--- config.mk ---
export PLATFORM = sky130hd
export DESIGN_NAME = ohrg_front
export DESIGN_NICKNAME = d
export VERILOG_FILES = /design/src/rtl/ohrg_pkg.sv /design/src/rtl/ohrg_front.sv
export SDC_FILE = /design/constraint.sdc
export NUM_CORES = 1
export LEC_CHECK = 0
export ABC_AREA = 1
export BUFFER_PORTS_ARGS = -buffer_cell sky130_fd_sc_hd__buf_4
export CAP_MARGIN = 25
export CORE_ASPECT_RATIO = 1.25
export CORE_MARGIN = 4
export CORE_UTILIZATION = 40
export CTS_CLUSTER_SIZE = 40
export DETAILED_ROUTE_END_ITERATION = 16
export PLACE_DENSITY_LB_ADDON = 0.15
export SLEW_MARGIN = 30
export SYNTH_ARGS = -nofsm -noshare
export SYNTH_HDL_FRONTEND = slang
export SYNTH_SLANG_ARGS = --single-unit
--- constraint.sdc ---
create_clock -name clk_i -period 5.32 [get_ports clk_i]
set_input_delay 0.532 -clock clk_i [delete_from_list [all_inputs] [get_ports clk_i]]
set_output_delay 0.532 -clock clk_i [all_outputs]
set_load 0.01 [all_outputs]
--- src/rtl/ohrg_pkg.sv ---
`default_nettype none
// ----------------------------------------------------------------------------
// ohrg_pkg
// Shared types and constants of the onset histogram rhythm generator.
// ----------------------------------------------------------------------------
package ohrg_pkg;

  localparam int unsigned TIME_BITS  = 48;
  localparam int unsigned MAX_SUBDIV = 8;
  localparam int unsigned MAX_BEATS  = 8;
  localparam int unsigned CELLS      = MAX_SUBDIV * MAX_BEATS;
  localparam int unsigned CELL_AW    = $clog2(CELLS);

  localparam logic [16:0] ONE_Q16  = 17'h10000;
  localparam logic [15:0] HALF_Q16 = 16'h8000;

  localparam logic [1:0] OP_ONSET = 2'd0;
  localparam logic [1:0] OP_BEAT  = 2'd1;
  localparam logic [1:0] OP_CLEAR = 2'd2;

  localparam logic [2:0] REG_SUBDIV = 3'd0;
  localparam logic [2:0] REG_BEATS  = 3'd1;
  localparam logic [2:0] REG_DECAY  = 3'd2;
  localparam logic [2:0] REG_EXPO   = 3'd3;
  localparam logic [2:0] REG_INV    = 3'd4;
  localparam logic [2:0] REG_SEED   = 3'd5;

  localparam logic [3:0]  SUBDIV_RESET = 4'd4;
  localparam logic [3:0]  BEATS_RESET  = 4'd4;
  localparam logic [16:0] DECAY_RESET  = 17'd49152;
  localparam logic [11:0] EXPO_RESET   = 12'd256;
  localparam logic [31:0] SEED_RESET   = 32'd1;

  typedef enum logic [1:0] {
    CMD_ONSET = 2'd0,
    CMD_BEAT  = 2'd1,
    CMD_CLEAR = 2'd2
  } cmd_e;

  typedef struct packed {
    logic [1:0]           operation;
    logic [TIME_BITS-1:0] event_time;
  } in_item_t;

  typedef struct packed {
    logic [2:0] slot;
    logic       last;
  } out_item_t;

  typedef struct packed {
    cmd_e                 kind;
    logic [TIME_BITS-1:0] t;
  } cmd_t;

  // clamped register values as the datapath uses them
  typedef struct packed {
    logic [3:0]  subdiv;
    logic [3:0]  beats;
    logic [16:0] decay;
    logic [11:0] expo;
    logic        inv;
    logic [31:0] seed;
  } cfg_t;

endpackage
`default_nettype wire

--- src/rtl/ohrg_front.sv ---
`default_nettype none
// ----------------------------------------------------------------------------
// ohrg_front
// Input side: decodes operations and queues commands for the sequencer.
// ----------------------------------------------------------------------------
module ohrg_front (
  input  wire logic              clk_i,
  input  wire logic              rst_ni,
  input  wire logic              in_valid_i,
  output logic                   in_stall_o,
  input  wire ohrg_pkg::in_item_t in_item_i,
  output logic                   cmd_valid_o,
  output ohrg_pkg::cmd_t         cmd_o,
  input  wire logic              cmd_ready_i
);

  ohrg_pkg::cmd_t ent_q [2];
  logic           wr_q, wr_d, rd_q, rd_d;
  logic [1:0]     cnt_q, cnt_d;
  logic           push, pop, keep;
  ohrg_pkg::cmd_t dec;

  always_comb begin
    keep = 1'b1;
    dec.t = in_item_i.event_time;
    dec.kind = ohrg_pkg::CMD_ONSET;
    case (in_item_i.operation)
      ohrg_pkg::OP_ONSET: dec.kind = ohrg_pkg::CMD_ONSET;
      ohrg_pkg::OP_BEAT:  dec.kind = ohrg_pkg::CMD_BEAT;
      ohrg_pkg::OP_CLEAR: dec.kind = ohrg_pkg::CMD_CLEAR;
      default:            keep = 1'b0;
    endcase
  end

  assign in_stall_o  = (cnt_q == 2'd2);
  assign push        = in_valid_i && !in_stall_o && keep;
  assign cmd_valid_o = (cnt_q != 2'd0);
  assign cmd_o       = ent_q[rd_q];
  assign pop         = cmd_valid_o && cmd_ready_i;

  always_comb begin
    wr_d  = push ? ~wr_q : wr_q;
    rd_d  = pop ? ~rd_q : rd_q;
    cnt_d = 2'(cnt_q + {1'b0, push} - {1'b0, pop});
  end

  always_ff @(posedge clk_i or negedge rst_ni) begin
    if (!rst_ni) begin
      wr_q  <= 1'b0;
      rd_q  <= 1'b0;
      cnt_q <= 2'd0;
    end else begin
      wr_q  <= wr_d;
      rd_q  <= rd_d;
      cnt_q <= cnt_d;
    end
  end

  always_ff @(posedge clk_i) begin
    if (push) begin
      ent_q[wr_q] <= dec;
    end
  end

endmodule
`default_nettype wire

==> out/results.ini <==
[run_status]
status=complete, no violations

[die]
row_count=40
dieArea_um2=11500
io_pins=106
dieHeight_um=119
design.core.area_um2=9610
initial_utilization_pct=40.9
die_width_um=96.7

[timing]
setup_viol_count_final=0
fmax_mhz=426
max_slew_margin_pct=50.3
tightest_slew_ps=744
finalCriticalPeriod_ps=2350
fin_setup_tns_ps=0
fin_crit_sh_pct=44.1
drv_slew=0
rsz0062_at_grt=no
finalHoldViolCount=0
fin_skew_ps=3.49

[grt]
grtUsageTotal_pct=13.0
grt_pass1_wl_um=11600
grt_max_degree=53
grt_pass1_vias=2412
globalRouteOverflowTotal=0
antenna_found_initial=0

[drt]
via_per_inst=4.42
wl_per_cell_um=13.6
drc=0
dr_total_vias=2375
firstDrtPassIters=4
ant_nets=0
drt_wl_total_um=7290
drtIter0Drc=83

[clock_network]
ctsHtreeMaxLevel=3
clock_latency_ps=330
cts_tree=built
cts-root-buf=clkbuf_16
ctsResizeCount=0
numCtsBuffers=9
cts.clk_slew.worst_paths_ps=60
clock_sinks=104
cts.path.max_buffers=2

[synth]
avgSynthCellArea_um2=13.1
synth-compound-area-share_pct=0
synthFlopType=edfxtp_1
synthSimpleGateAreaFrac_pct=16.4
synth_edf_count=100
synthCells=299
synthTopCellsByCount=163 x nand2_1, 100 x edfxtp_1, 11 x inv_1
yosysMostFrequentCell=nand2_1
seq_area_frac_synth_pct=78.9
synth_top_family_by_area=simple AND/OR/NAND/NOR gates
ys_types=12
synth_top_area_share_pct=76.4
ys_ff_latch=104
synth_fp_nets=355
synth_fa_ha_area_share_pct=0.637
ys_warn_count=0
synth_xor_area_share_pct=0
synth_area_leader_cell=edfxtp_1
synthMuxAreaShare_pct=0
synthTopCellsByArea=edfxtp_1 76%, nand2_1 16%, dfrtp_1 2.5%
ys_async_sr_fraction_pct=3.85
syn_area_um2=3930

[critical_path]
cp-end-kind=output port
cp-start-kind=flip-flop
path_max_fanout=52
r2r_cells=4
crit_required_ps=4790
r2r-start=cnt_q[1]
regToRegEndpoint=ent_q[1][12]
reg2reg_slack_ps=3190
worst-setup-path-type=flip-flop to output port
arrival_ps=1820

[placement]
dp_cells=520
gp_congestion=0.682
io_buffers=105
place_hpwl_um=4600
placed_cell_area_um2=4790

[cells_and_area]
diodes=0
nets=462
final_area_um2=5050
nFillCells=865
area_growth_pct=28.6
final_cells=537
layout-drive-gt1-share_pct=29.7

[worst_hold_path]
hold_class=input pin to flip-flop
min_from=in_item_i[3]
holdPathEnd=ent_q[1][3]
holdPathStages=1

[power_and_ir_drop]
peakVddDrop_mv=0.341
p_per_area_nw_per_um2=509
p_leak_uw=0.00219
power.total_uw=2570

[run]
drv_cap=0

-- critical path: stages (launching register included) --
cell and delay (ps):
dfrtp_4 790, inv_6 270, nand2_1 140, nand2_1 80, buf_4 150
-- final cells by class --
cell class / count / area, µm² / share of cell area [%]
clock buffers: 10 / 229 / 4.53
clock inverters: 6 / 26.3 / 0.520
inverters: 12 / 52.6 / 1.04
multi-input cells: 172 / 677 / 13.4
flip-flops and latches: 104 / 3110 / 61.5
well taps: 126 / 158 / 3.12
repair buffers: 107 / 806 / 15.9
-- flip-flops by register name, summed over array words and instances, names as in the netlist --
signal and count:
cnt_q 2, ent_q 100, wr_q 1, rd_q 1
-- layer usage --
layer | routed length [µm] | global-route usage [%]
met5 | 0 | 0
met4 | 124 | 5.53
met3 | 404 | 4.34
met2 | 3940 | 23.4
met1 | 2820 | 13.9
-- metrics by stage --
stage | worst slack (ps) | util, % | hold slack (ps)
6_report | 2970 | 52.6 | 378
5_1_grt | 2750 | 52.6 | 362
2_1_floorplan | 2030 | - | 236
4_1_cts | 2570 | 52.6 | 363
3_3_place_gp | 2950 | 49.8 | 334
3_5_place_dp | 2910 | 49.8 | 334
-- how the worst max path moves through the flow --
stage | from | endpoint | slack [ps] | cells past startpoint
final | rd_q | cmd_o[38] | 2970 | 4
after global routing | rd_q | cmd_o[48] | 2750 | 4
after CTS | rd_q | cmd_o[48] | 2570 | 4
after detailed placement | in_item_i[49] | ent_q[1][5] | 2910 | 5
after global placement | in_item_i[49] | ent_q[1][4] | 2950 | 5
after floorplan | in_item_i[49] | ent_q[1][0] | 2030 | 3
-- power breakdown --
group	total [µW]	internal, µW	switching (µW)	leakage, µW
sequential	1170	1070	93.5	0.000970
clock	572	310	263	0.000129
combinational	832	359	473	0.00109
total	2570	1740	829	0.00219
-- logic make-up after synthesis --
logic type,Yosys count
buffers and inverters,23
adder cells (fa/ha/maj),2
AND/OR/NAND/NOR,170
flip-flops,104
-- cell usage in the layout (no fill, tap or decap), drive strengths merged --
| cell | Yosys | final |
|---|---|---|
| ha | 2 | 2 |
| clkbuf | 0 | 10 |
| dlygate4sd3 | 0 | 1 |
| nand4 | 1 | 1 |
| nand3 | 3 | 3 |
| inv | 12 | 12 |
| dfrtp | 4 | 4 |
| nor2 | 3 | 3 |
| clkinv | 0 | 6 |
| edfxtp | 100 | 100 |
| buf | 11 | 106 |
| nand2 | 163 | 163 |
-- repair_timing --
item | CTS | global route
hold buffers | 1 | 0
setup buffers | 0 | 0
hold endpoints to repair | 4 | 0
(Power assumes the default switching activity.)
